[src/sv/mm_pkg.sv]
// Shared types and constants of the matrix multiply core.
package mm_pkg;

  // Register indexes of the configuration port
  localparam logic [1:0] REG_ROWS_A    = 2'd0;
  localparam logic [1:0] REG_INNER_DIM = 2'd1;
  localparam logic [1:0] REG_COLS_B    = 2'd2;

  // Dimension registers reset to this value
  localparam logic [3:0] DIM_RESET = 4'd8;

  // Saturation bound of the dot-product accumulator, +/-2^62
  localparam logic signed [65:0] ACC_LIMIT = 66'sh0_4000_0000_0000_0000;

  typedef enum logic [2:0] {
    ST_LOAD  = 3'b001,
    ST_CALC  = 3'b010,
    ST_DRAIN = 3'b100
  } mm_state_e;

  // Control that travels along the cell chain with each A element
  typedef struct packed {
    logic valid;
    logic first;
    logic last;
  } mm_tok_t;

endpackage

[src/sv/mm_cell.sv]
// One column cell: holds a column of B, multiplies the passing A element, accumulates.
module mm_cell #(
  parameter int MAX_DIM    = 8,
  parameter int ELEM_WIDTH = 16,
  parameter int ACC_WIDTH  = 35
) (
  input  logic                          clk_i,
  input  logic                          rst_ni,
  input  logic                          b_we_i,
  input  logic [$clog2(MAX_DIM)-1:0]    b_idx_i,
  input  logic signed [ELEM_WIDTH-1:0]  b_data_i,
  input  mm_pkg::mm_tok_t               tok_i,
  input  logic [$clog2(MAX_DIM)-1:0]    k_i,
  input  logic signed [ELEM_WIDTH-1:0]  a_i,
  output mm_pkg::mm_tok_t               tok_o,
  output logic [$clog2(MAX_DIM)-1:0]    k_o,
  output logic signed [ELEM_WIDTH-1:0]  a_o,
  output logic                          done_o,
  output logic signed [ACC_WIDTH-1:0]   acc_o
);

  localparam int KW  = $clog2(MAX_DIM);
  localparam int PRW = 2 * ELEM_WIDTH;

  logic signed [ELEM_WIDTH-1:0] b_col_q [MAX_DIM];
  logic signed [ELEM_WIDTH-1:0] b_sel;

  mm_pkg::mm_tok_t              tok_q;
  logic [KW-1:0]                k_q;
  logic signed [ELEM_WIDTH-1:0] a_q;
  logic signed [PRW-1:0]        prod_q;

  logic signed [ACC_WIDTH-1:0]  acc_q, acc_d, acc_base;
  logic signed [ACC_WIDTH:0]    sum;
  logic signed [65:0]           sum_x, sum_c;
  logic                         done_q;

  always_ff @(posedge clk_i) begin
    if (b_we_i) begin
      b_col_q[b_idx_i] <= b_data_i;
    end
  end

  assign b_sel = b_col_q[k_i];

  // Stage 1: product, and the A element moves on to the neighbor
  always_ff @(posedge clk_i or negedge rst_ni) begin
    if (!rst_ni) begin
      tok_q <= '0;
    end else begin
      tok_q <= tok_i;
    end
  end

  always_ff @(posedge clk_i) begin
    k_q    <= k_i;
    a_q    <= a_i;
    prod_q <= a_i * b_sel;
  end

  // Stage 2: saturating accumulate, restarted on the first element of a row
  always_comb begin
    acc_base = tok_q.first ? '0 : acc_q;
    sum      = {acc_base[ACC_WIDTH-1], acc_base}
             + {{(ACC_WIDTH + 1 - PRW){prod_q[PRW-1]}}, prod_q};
    sum_x    = {{(65 - ACC_WIDTH){sum[ACC_WIDTH]}}, sum};
    if (sum_x > mm_pkg::ACC_LIMIT) begin
      sum_c = mm_pkg::ACC_LIMIT;
    end else if (sum_x < -mm_pkg::ACC_LIMIT) begin
      sum_c = -mm_pkg::ACC_LIMIT;
    end else begin
      sum_c = sum_x;
    end
    acc_d = sum_c[ACC_WIDTH-1:0];
  end

  always_ff @(posedge clk_i) begin
    if (tok_q.valid) begin
      acc_q <= acc_d;
    end
  end

  always_ff @(posedge clk_i or negedge rst_ni) begin
    if (!rst_ni) begin
      done_q <= 1'b0;
    end else begin
      done_q <= tok_q.valid & tok_q.last;
    end
  end

  assign tok_o  = tok_q;
  assign k_o    = k_q;
  assign a_o    = a_q;
  assign done_o = done_q;
  assign acc_o  = acc_q;

endmodule

[config.mk]
export PLATFORM = sky130hd
export DESIGN_NAME = mm_cell
export DESIGN_NICKNAME = d
export VERILOG_FILES = /design/src/sv/mm_pkg.sv /design/src/sv/mm_cell.sv
export SDC_FILE = /design/constraint.sdc
export NUM_CORES = 1
export LEC_CHECK = 0
export ABC_AREA = 1
export BUFFER_PORTS_ARGS = -buffer_cell sky130_fd_sc_hd__clkbuf_2
export CAP_MARGIN = 20
export CORE_UTILIZATION = 45
export DETAILED_ROUTE_END_ITERATION = 8
export HOLD_SLACK_MARGIN = 0.02
export PLACE_DENSITY = 0.66
export SLEW_MARGIN = 25
export SYNTH_ARGS = -nofsm -noshare
export SYNTH_HDL_FRONTEND = slang
export SYNTH_SLANG_ARGS = --single-unit
[constraint.sdc]
create_clock -name clk_i -period 5.9 [get_ports clk_i]
set_clock_uncertainty 0.05 [all_clocks]
set_input_delay 0.885 -clock clk_i [delete_from_list [all_inputs] [get_ports clk_i]]
set_output_delay 0.885 -clock clk_i [all_outputs]
set_load 0.1 [all_outputs]
==> run_results.csv <==
group,metric,value,unit
critical_path,cp-end-kind,"flip-flop",
floorplanning,coreArea,44410,um^2
logic_synthesis,synth_area_leaders,"fa_1, edfxtp_1, inv_1",
floorplanning,dieWidth,214.7,um
route,wirelength,59.06,mm
logic_synthesis,post-synth-top-count-cell,"inv_1",
floorplanning,fp-row-count,77,
clock_network,cts_root_buf,"clkbuf_16",
status,status,"finished with violations",
global_routing,grtUsageTotal,0.2625,
place,place.gp.congestion,0.9963,
critical_path,critPathKind,"primary input to flip-flop",
critical_path,worstPathArrival,6.56,ns
route,drt_first_pass_iters,5,
place,numPortBuffers,101,
sta,worst_slack,-0.2664,ns
logic_synthesis,ys_types,38,
logic_synthesis,seq_area_frac_synth,0.2954,
finish,n_antenna_cell,0,
sta,worstMarginPinSlew,0.5532,ns
finish,drive_gt1_frac,0.2587,
clock_network,clockBufferDepth,3,
logic_synthesis,syn_area_per_cell,8.623,um^2
finish,fin_area,26040,um^2
logic_synthesis,synth_edf_count,163,
clock_network,holdBufCountCts,0,
route,wl_per_cell,17.74,um
critical_path,cp-start-kind,"primary input",
route,drt_iter0_markers,1399,
finish,fillers,3865,
clock_network,clock-sinks,218,
sta,finalMaxSlewViolations,0,
logic_synthesis,synth_commonest_cells,"inv_1, nand2_1, nor2_1",
place,hpwlAfterDp,46.45,mm
route,via_per_inst,5.098,
global_routing,grt_pass1_wl,94.24,mm
route,drc_errors,0,
route,vias,16972,
finish,area_delta_synth_final,27.85,%
sta,max_freq,162.2,MHz
global_routing,grt_pass1_vias,17676,
logic_synthesis,yosys.area.top_type,"fa_1",
worst_hold_path,hold_class,"primary input to async pin",
sta,rsz0062_at_grt,"yes",
logic_synthesis,synth_top_area_share,0.2585,
place,dpl-instance-area,23580,um^2
status,violations,"setup timing",
floorplanning,initial_core_util,0.4586,
logic_synthesis,syn_inst,2362,
critical_path,critPathMaxStageDelay,0.54,ns
clock_network,path_clk_slew,0.06,ns
clock_network,cts_tree,"yes",
route,detail-route-antenna-nets,0,
global_routing,grt_max_degree,38,
critical_path,cpMostUsedCell,"fa_1",
sta,finalHoldViolCount,0,
clock_network,htreeDepth,1,
sta,post-route-min-period,6.166,ns
sta,slew_headroom,0.6328,
critical_path,crit_slowest_cell,"fa_1",
clock_network,clk_latency,0.58,ns
floorplanning,io-pin-count,102,
logic_synthesis,synth_area,20370,um^2
run,drv_cap,0,
finish,nets,3141,
sta,setup_viol,20,
clock_network,cts_buffers,25,
floorplanning,die-area,46120,um^2
global_routing,grt.overflow.total,0,
critical_path,cp_max_fo,5,
global_routing,antenna_found_initial,0,
logic_synthesis,ys_warn_count,0,
sta,finalCritPeriodShare,1.045,
logic_synthesis,synth_seq_cells,218,
logic_synthesis,synth_nets,2785,
floorplanning,die_h,214.7,um
logic_synthesis,synth-main-ff-cell,"edfxtp_1",
logic_synthesis,async_flop_share,0.01835,
critical_path,crit_required,6.29,ns
==> cell type report <==
type / count / area (um^2) / share of cell area
clock buffer: 32 / 671.9 / 0.02580
clock inverter: 14 / 215.2 / 0.008265
inverter: 529 / 2061 / 0.07914
multi-input combinational: 1561 / 13200 / 0.5070
sequential: 218 / 6016 / 0.2310
tap: 592 / 740.7 / 0.02845
timing repair buffer: 380 / 3099 / 0.1190
timing repair inverter: 3 / 32.53 / 0.001249
==> path summary, 6_finish.rpt <==
| check | endpoint | cells after the start | slack, ns | from |
|---|---|---|---|---|
| setup / recovery | prod_q[25] | 32 | -0.27 | k_i[0] |
| hold / removal | tok_o[1] | 1 | 0.07 | rst_ni |
| setup reg to reg | prod_q[25] | 28 | 0.10 | b_col_q[1][9] |
| hold reg to reg | done_o | 2 | 0.43 | tok_o[0] |
| max in group asynchronous | tok_o[2] | 1 | 5.60 | rst_ni |
| min in group clk_i | tok_o[1] | 1 | 0.38 | tok_i[1] |
==> state kept, by name, summed over array words and instances, names as in the netlist <==
signal and flops:
a_o 16, acc_o 35, b_col_q 128, done_o 1, k_o 3, prod_q 32
tok_o 3
==> routing by layer <==
layer	global-route usage	wire length, um
met1	0.3587	25460
met2	0.4098	26650
met3	0.06596	5339
met4	0.08238	1611
met5	0	0
==> worst max-delay path, delay by kind of cell <==
family          cells  cell delay (ns)
fa+ha+maj           7             3.08
simple gates        7             0.65
buf+inv            15             1.46
compound gates      3             0.46
==> what timing repair did <==
action / 4_1_cts / 5_1_grt
setup endpoints to repair: 22 / 23
gates resized for setup: 149 / 171
pin swaps: 61 / 91
buffers inserted: 27 / 14
cloned: 4 / 4
==> logic make-up (layout without fill, tap and decap cells) <==
group                      Yosys count  count (layout)  synth area share
and+or+nand+nor                    945             945            0.1847
buffers and inverters              583             958            0.1159
adders and majority gates          379             379            0.3298
DFF                                218             218            0.2954
AOI/OAI and AO/OA                  194             194           0.05578
xor gates and xnor gates            43              43           0.01849
==> cell usage in the layout, fill, tap and decap left out, drive strengths merged <==
| cell type | synthesis | final |
|---|---|---|
| fa | 263 | 263 |
| o22ai | 2 | 2 |
| xor2 | 35 | 35 |
| xnor2 | 8 | 8 |
| nor2 | 332 | 332 |
| a31oi | 3 | 3 |
| dfxtp | 51 | 51 |
| ha | 116 | 116 |
| inv | 524 | 525 |
| and2 | 1 | 1 |
| a21boi | 3 | 3 |
| nand2 | 507 | 507 |
| nand3 | 64 | 64 |
| buf | 42 | 278 |
| nor4 | 2 | 2 |
| a21o | 2 | 2 |
| nand4 | 16 | 16 |
| a21oi | 54 | 54 |
| clkinv | 5 | 14 |
| edfxtp | 163 | 163 |
| bufinv | 0 | 5 |
| o221ai | 30 | 30 |
| clkbuf | 12 | 134 |
| dfrtp | 4 | 4 |
| o21ai | 88 | 88 |
| nand3b | 5 | 5 |
| clkinvlp | 0 | 2 |
| o21bai | 9 | 9 |
| o21a | 3 | 3 |
| or2 | 2 | 2 |
| nor3 | 16 | 16 |
==> through the flow <==
stage          setup TNS (ns)  setup WS, ns  hold WS, ns  std cells  utilization
5_1_grt                -6.408       -0.4195      0.06158       3329       0.5863
2_1_floorplan          -2.937       -0.3912       0.4583       2362            -
3_3_place_gp           -18.64       -0.9358       0.3927       3234       0.5309
3_5_place_dp           -20.73        -1.106       0.4245       3234       0.5309
6_report               -3.079       -0.2664      0.07186       3329       0.5863
4_1_cts                -2.503       -0.1982      0.04918       3311       0.5691
Power is left out: the tool's default activity adds up to more than one toggle a clock period on the data nets, which glitch-free logic cannot reach.
