### src/sv/mm_pkg.sv
// Shared types and constants of the matrix multiply core.
package mm_pkg;

  // Register indexes of the configuration port
  localparam logic [1:0] REG_ROWS_A    = 2'd0;
  localparam logic [1:0] REG_INNER_DIM = 2'd1;
  localparam logic [1:0] REG_COLS_B    = 2'd2;

  // Dimension registers reset to this value
  localparam logic [3:0] DIM_RESET = 4'd8;

  // Saturation bound of the dot-product accumulator, +/-2^62
  localparam logic signed [65:0] ACC_LIMIT = 66'sh0_4000_0000_0000_0000;

  typedef enum logic [2:0] {
    ST_LOAD  = 3'b001,
    ST_CALC  = 3'b010,
    ST_DRAIN = 3'b100
  } mm_state_e;

  // Control that travels along the cell chain with each A element
  typedef struct packed {
    logic valid;
    logic first;
    logic last;
  } mm_tok_t;

endpackage

### src/sv/mm_seq.sv
// Load control, A memory and row sequencer that feeds the cell chain.
module mm_seq #(
  parameter int MAX_DIM    = 8,
  parameter int ELEM_WIDTH = 16
) (
  input  logic                              clk_i,
  input  logic                              rst_ni,
  input  logic [$clog2(MAX_DIM+1)-1:0]      dim_r_i,
  input  logic [$clog2(MAX_DIM+1)-1:0]      dim_n_i,
  input  logic [$clog2(MAX_DIM+1)-1:0]      dim_c_i,
  input  logic                              cfg_clr_i,
  input  logic                              in_valid_i,
  output logic                              in_ready_o,
  input  logic                              req_type_i,
  input  logic signed [ELEM_WIDTH-1:0]      elem_i,
  input  logic                              last_pop_i,
  output logic                              start_o,
  output logic                              b_we_o,
  output logic [$clog2(MAX_DIM)-1:0]        b_idx_o,
  output logic [$clog2(MAX_DIM)-1:0]        b_col_o,
  output logic signed [ELEM_WIDTH-1:0]      b_data_o,
  output mm_pkg::mm_tok_t                   tok_o,
  output logic [$clog2(MAX_DIM)-1:0]        k_o,
  output logic signed [ELEM_WIDTH-1:0]      a_o
);

  localparam int KW    = $clog2(MAX_DIM);
  localparam int DW    = $clog2(MAX_DIM + 1);
  localparam int DEPTH = MAX_DIM * MAX_DIM;
  localparam int PW    = $clog2(DEPTH);
  localparam int CW    = $clog2(DEPTH + 1);

  logic signed [ELEM_WIDTH-1:0] a_mem [DEPTH];

  mm_pkg::mm_state_e state_q, state_d;

  logic [CW-1:0] a_cnt_q, b_cnt_q, rn, nc;
  logic [KW-1:0] b_k_q, b_j_q;
  logic [KW-1:0] row_q, t_q;
  logic [PW-1:0] addr_q;
  logic [DW-1:0] p_len;

  logic accept, a_wr, b_wr, b_done, issue, row_end, calc_end;

  mm_pkg::mm_tok_t              tok_q;
  logic [KW-1:0]                tok_k_q;
  logic signed [ELEM_WIDTH-1:0] a_rd_q;

  assign rn     = CW'(dim_r_i * dim_n_i);
  assign nc     = CW'(dim_n_i * dim_c_i);
  assign p_len  = (dim_n_i > dim_c_i) ? dim_n_i : dim_c_i;

  assign in_ready_o = (state_q == mm_pkg::ST_LOAD);
  assign accept     = in_valid_i & in_ready_o;
  assign a_wr       = accept & ~req_type_i & (a_cnt_q < rn);
  assign b_wr       = accept & req_type_i;
  assign b_done     = b_wr & ((b_cnt_q + CW'(1)) == nc);

  assign issue    = (state_q == mm_pkg::ST_CALC) & (DW'(t_q) < dim_n_i);
  assign row_end  = (DW'(t_q) == (p_len - DW'(1)));
  assign calc_end = row_end & (DW'(row_q) == (dim_r_i - DW'(1)));

  always_comb begin
    state_d = state_q;
    case (state_q)
      mm_pkg::ST_LOAD:  if (b_done)     state_d = mm_pkg::ST_CALC;
      mm_pkg::ST_CALC:  if (calc_end)   state_d = mm_pkg::ST_DRAIN;
      mm_pkg::ST_DRAIN: if (last_pop_i) state_d = mm_pkg::ST_LOAD;
      default:                          state_d = mm_pkg::ST_LOAD;
    endcase
  end

  always_ff @(posedge clk_i or negedge rst_ni) begin
    if (!rst_ni) begin
      state_q <= mm_pkg::ST_LOAD;
      a_cnt_q <= '0;
      b_cnt_q <= '0;
      b_k_q   <= '0;
      b_j_q   <= '0;
      row_q   <= '0;
      t_q     <= '0;
      addr_q  <= '0;
      tok_q   <= '0;
    end else begin
      state_q <= state_d;
      if (cfg_clr_i || b_done) begin
        a_cnt_q <= '0;
        b_cnt_q <= '0;
        b_k_q   <= '0;
        b_j_q   <= '0;
      end else begin
        if (a_wr) begin
          a_cnt_q <= a_cnt_q + CW'(1);
        end
        if (b_wr) begin
          b_cnt_q <= b_cnt_q + CW'(1);
          if (DW'(b_j_q) == (dim_c_i - DW'(1))) begin
            b_j_q <= '0;
            b_k_q <= b_k_q + KW'(1);
          end else begin
            b_j_q <= b_j_q + KW'(1);
          end
        end
      end
      if (b_done) begin
        row_q  <= '0;
        t_q    <= '0;
        addr_q <= '0;
      end else if (state_q == mm_pkg::ST_CALC) begin
        if (row_end) begin
          t_q   <= '0;
          row_q <= row_q + KW'(1);
        end else begin
          t_q <= t_q + KW'(1);
        end
        if (issue) begin
          addr_q <= addr_q + PW'(1);
        end
      end
      tok_q.valid <= issue;
      tok_q.first <= (t_q == '0);
      tok_q.last  <= (DW'(t_q) == (dim_n_i - DW'(1)));
    end
  end

  // A is stored row-major, so a row is read at consecutive addresses
  always_ff @(posedge clk_i) begin
    if (a_wr) begin
      a_mem[a_cnt_q[PW-1:0]] <= elem_i;
    end
    a_rd_q  <= a_mem[addr_q];
    tok_k_q <= t_q;
  end

  assign start_o  = b_done;
  assign b_we_o   = b_wr;
  assign b_idx_o  = b_k_q;
  assign b_col_o  = b_j_q;
  assign b_data_o = elem_i;
  assign tok_o    = tok_q;
  assign k_o      = tok_k_q;
  assign a_o      = a_rd_q;

endmodule

### config.mk
export PLATFORM = sky130hd
export DESIGN_NAME = mm_seq
export DESIGN_NICKNAME = d
export VERILOG_FILES = /design/src/sv/mm_pkg.sv /design/src/sv/mm_seq.sv
export SDC_FILE = /design/constraint.sdc
export NUM_CORES = 1
export LEC_CHECK = 0
export BUFFER_PORTS_ARGS = -buffer_cell sky130_fd_sc_hd__buf_4
export CORE_ASPECT_RATIO = 2
export CORE_UTILIZATION = 35
export CTS_BUF_LIST = sky130_fd_sc_hd__clkbuf_16
export DETAILED_ROUTE_END_ITERATION = 8
export GPL_TIMING_DRIVEN = 1
export PLACE_DENSITY = 0.56
export SLEW_MARGIN = 15
export SYNTH_ARGS = -nofsm -noshare
export SYNTH_HDL_FRONTEND = slang
export SYNTH_SLANG_ARGS = --single-unit
export TNS_END_PERCENT = 50
### constraint.sdc
create_clock -name clk_i -period 2.9 [get_ports clk_i]
set_input_delay 0.145 -clock clk_i [delete_from_list [all_inputs] [get_ports clk_i]]
set_output_delay 0.145 -clock clk_i [all_outputs]
set_load 0.02 [all_outputs]
==> results.sh <==
export IMPL_status="finished, violations left"
export IMPL_violations="negative setup slack"
export IMPL_final_cells=3922
export IMPL_worst_pin_slew_ns=1.02
export IMPL_row_count=181
export IMPL_hold_class="input pin to register"
export IMPL_drive_gt1_frac=0.364
export IMPL_ys_seq_area_frac=0.747
export IMPL_grt_pass1_vias=22400
export IMPL_p_leak_nw=16.8
export IMPL_ys_types=52
export IMPL_power_density_nw_per_um2=730
export IMPL_io_pins=81
export IMPL_fin_crit_ns=3.60
export IMPL_area_growth_pct=20.0
export IMPL_antenna_left=0
export IMPL_grt_use_total=0.181
export IMPL_grt_pass1_wl_um=160000
export IMPL_critical_path_endpoint_type="register"
export IMPL_path_class="input pin to register"
export IMPL_rsz0062_at_grt="true"
export IMPL_clock_sinks=1081
export IMPL_via_count=20300
export IMPL_critPathArrivalTime_ns=4.00
export IMPL_slew_limit_headroom=0.321
export IMPL_cts_root_buf="clkbuf_16"
export IMPL_holdPathEnd="a_mem[42][15]"
export IMPL_clk_pin_slew_worst_paths_ns=0.07
export IMPL_syn_cell_area_um2=42900
export IMPL_portBuffers=80
export IMPL_yosysMostFrequentCell="edfxtp_1"
export IMPL_maxCapViolCount=0
export IMPL_slew_violations=0
export IMPL_wl_um=110000
export IMPL_rr_worst_depth=6
export IMPL_cts_buffers=89
export IMPL_finalWorstSetupSlack_ns=-0.702
export IMPL_clock_skew_ns=0.0296
export IMPL_cts_tree="yes"
export IMPL_insertion_delay_ns=0.70
export IMPL_drt_pre_antenna_iters=5
export IMPL_via_per_inst=5.17
export IMPL_clock_fmax_mhz=278
export IMPL_ir_drop_uv=466
export IMPL_hp_start="elem_i[15]"
export IMPL_required_ns=3.30
export IMPL_die_w_um=250
export IMPL_r2r_start="addr_q[0]"
export IMPL_syn_inst=1988
export IMPL_final_min_period_over_clock_period=1.24
export IMPL_crit_fanout=16
export IMPL_async_reset_ff_frac=0.0352
export IMPL_fin_util=0.424
export IMPL_grt_max_degree=66
export IMPL_synthTopCellsByArea="edfxtp_1 72%, mux4_2 17%, dfrtp_1 2.2%"
export IMPL_gp_congestion=0.853
export IMPL_drc_errors=0
export IMPL_placedCellCount=3728
export IMPL_avgSynthCellArea_um2=21.6
export IMPL_wl_per_cell_um=28.1
export IMPL_holdPathStages=1
export IMPL_grt_overflow=0
export IMPL_nNetsFinal=2381
export IMPL_antenna_found_initial=2
export IMPL_ys_ff_latch=1081
export IMPL_die_area_um2=124000
export IMPL_r2r_setup_slack_ns=0.04
export IMPL_htree_levels=3
export IMPL_place_ws_ns=-1.43
export IMPL_netlist_top_cells_count="1,024 x edfxtp_1, 320 x mux4_2, 121 x nor2_1, 50 x nand2_1, 49 x ha_1"
export IMPL_ys_flop_type="edfxtp_1"
export IMPL_setup_violations=1031
export IMPL_ys_warn_count=0
export IMPL_start_util=0.353
export IMPL_clock_path_buffers=3
export IMPL_initialDrtViolationCount=1842
export IMPL_core_area_um2=122000
export IMPL_synth_edf_count=1024
export IMPL_synth_top_area_frac=0.716
export IMPL_cp_start_kind="input pin"
export IMPL_rr_endpoint="a_o[5]"
export IMPL_dieHeight_um=497
export IMPL_synthesis_nets=2079
export IMPL_hold_viol_final=0
export IMPL_yosys_area_top_type="edfxtp_1"
export IMPL_setup_tns_ns=-593.44
export IMPL_hpwl_um=75900
-- state kept, by name, summed over array words and instances, names as in the netlist --
name     count
b_col_o      3
a_mem     1024
row_q        3
state_q      3
b_cnt_q      7
addr_q       6
t_q          3
a_cnt_q      7
k_o          3
a_o         16
tok_o        3
b_idx_o      3
-- cell type report --
| type | instances | area, µm² |
|---|---|---|
| fill | 10300 | 70100 |
| sequential | 1081 | 32100 |
| multi-input combinational | 757 | 10500 |
| timing repair buffer | 327 | 3780 |
| clock buffer | 91 | 2280 |
| tap | 1555 | 1950 |
| clock inverter | 76 | 772 |
| inverter | 34 | 128 |
| antenna | 1 | 2.50 |
-- worst max-delay path: stages --
cell and delay, ns:
buf_8 0.08, nand2_4 0.05, fa_1 0.55, inv_2 0.04, fa_1 0.49, ha_1 0.32
a21o_1 0.17, a21oi_2 0.13, xor2_1 0.19, ha_1 0.29, a21oi_2 0.12, o211ai_1 0.18
a21oi_4 0.25, nor2b_4 0.22, nand3b_1 0.16, buf_6 0.21, buf_12 0.13, nor2_4 0.10
buf_12 0.17
-- stage by stage --
stage / power (W) / hold WS (ns) / cell area [µm²]
4_1_cts: 0.0380 / 0.0524 / 51400
5_1_grt: 0.0387 / 0.0596 / 51500
3_3_place_gp: 0.0254 / 0.155 / 48000
3_5_place_dp: 0.0254 / 0.170 / 48000
2_1_floorplan: 0.0222 / -0.151 / 43200
6_report: 0.0376 / 0.0232 / 51500
-- layer usage --
layer	GRT usage	share of wire	up-vias
met5	0	0	-
met4	0.0867	0.050	0
met3	0.0264	0.037	172
met2	0.354	0.58	485
met1	0.185	0.33	10900
li1	-	-	8783
-- cell families (layout without fill, tap and decap cells) --
logic type / Yosys count / count (layout) / share of synthesized area
AO/OA/AOI/OAI: 79 / 79 / 0.0124
adder cells (fa/ha/maj): 57 / 57 / 0.0180
XOR/XNOR: 56 / 56 / 0.0117
buffers and inverters: 150 / 528 / 0.0166
AND/OR/NAND/NOR: 242 / 242 / 0.0255
other: 0 / 1 / 0
multiplexers: 323 / 323 / 0.169
flip-flops: 1081 / 1081 / 0.747
-- layout by cell type, fill, tap and decap left out, types with 9 or more instances in the layout --
master	netlist	layout
edfxtp_1	1024	1024
nand2_1	50	48
clkinv_1	0	13
dlygate4sd3_1	0	9
nor3_1	9	9
a22oi_1	32	32
nor2_2	0	12
ha_1	49	48
inv_1	34	39
nor2_4	0	40
clkinv_2	0	21
xor2_1	17	17
nand3_1	11	10
a21oi_1	17	14
bufinv_16	0	12
inv_6	0	9
o21ai_0	11	11
mux4_2	320	320
buf_12	0	90
xnor2_1	38	38
buf_6	3	21
clkbuf_16	0	93
nor2_1	121	69
buf_4	28	200
dfxtp_1	19	19
dfrtp_1	37	33
-- worst max path at each step --
stage | slack (ns) | from | to | cells after the start
CTS | -0.64 | dim_n_i[1] | a_mem[11][15] | 19
finish | -0.70 | dim_r_i[2] | a_mem[41][1] | 19
floorplan | -1.56 | dim_n_i[1] | a_mem[10][0] | 16
global route | -0.85 | dim_r_i[2] | a_mem[51][15] | 19
global placement | -1.33 | dim_r_i[2] | a_mem[49][13] | 18
detailed placement | -1.43 | dim_r_i[2] | a_mem[21][3] | 18
-- where the power goes --
part / switching (W) / leakage (nW) / internal [W]
clock: 0.00573 / 1.51 / 0.00689
combinational: 0.00394 / 5.40 / 0.00351
sequential: 0.000278 / 9.86 / 0.0173
total: 0.00995 / 16.8 / 0.0277
-- what timing repair did --
item                                    4_1_cts  5_1_grt
pin swaps                                     9        7
endpoints found under the setup margin     1029     1034
resized for setup                            46       18
cloned                                        6        2
buffers inserted                              8        3
hold buffers                                 10        0
hold endpoints to repair                     94        0
(Power assumes the default switching activity.)
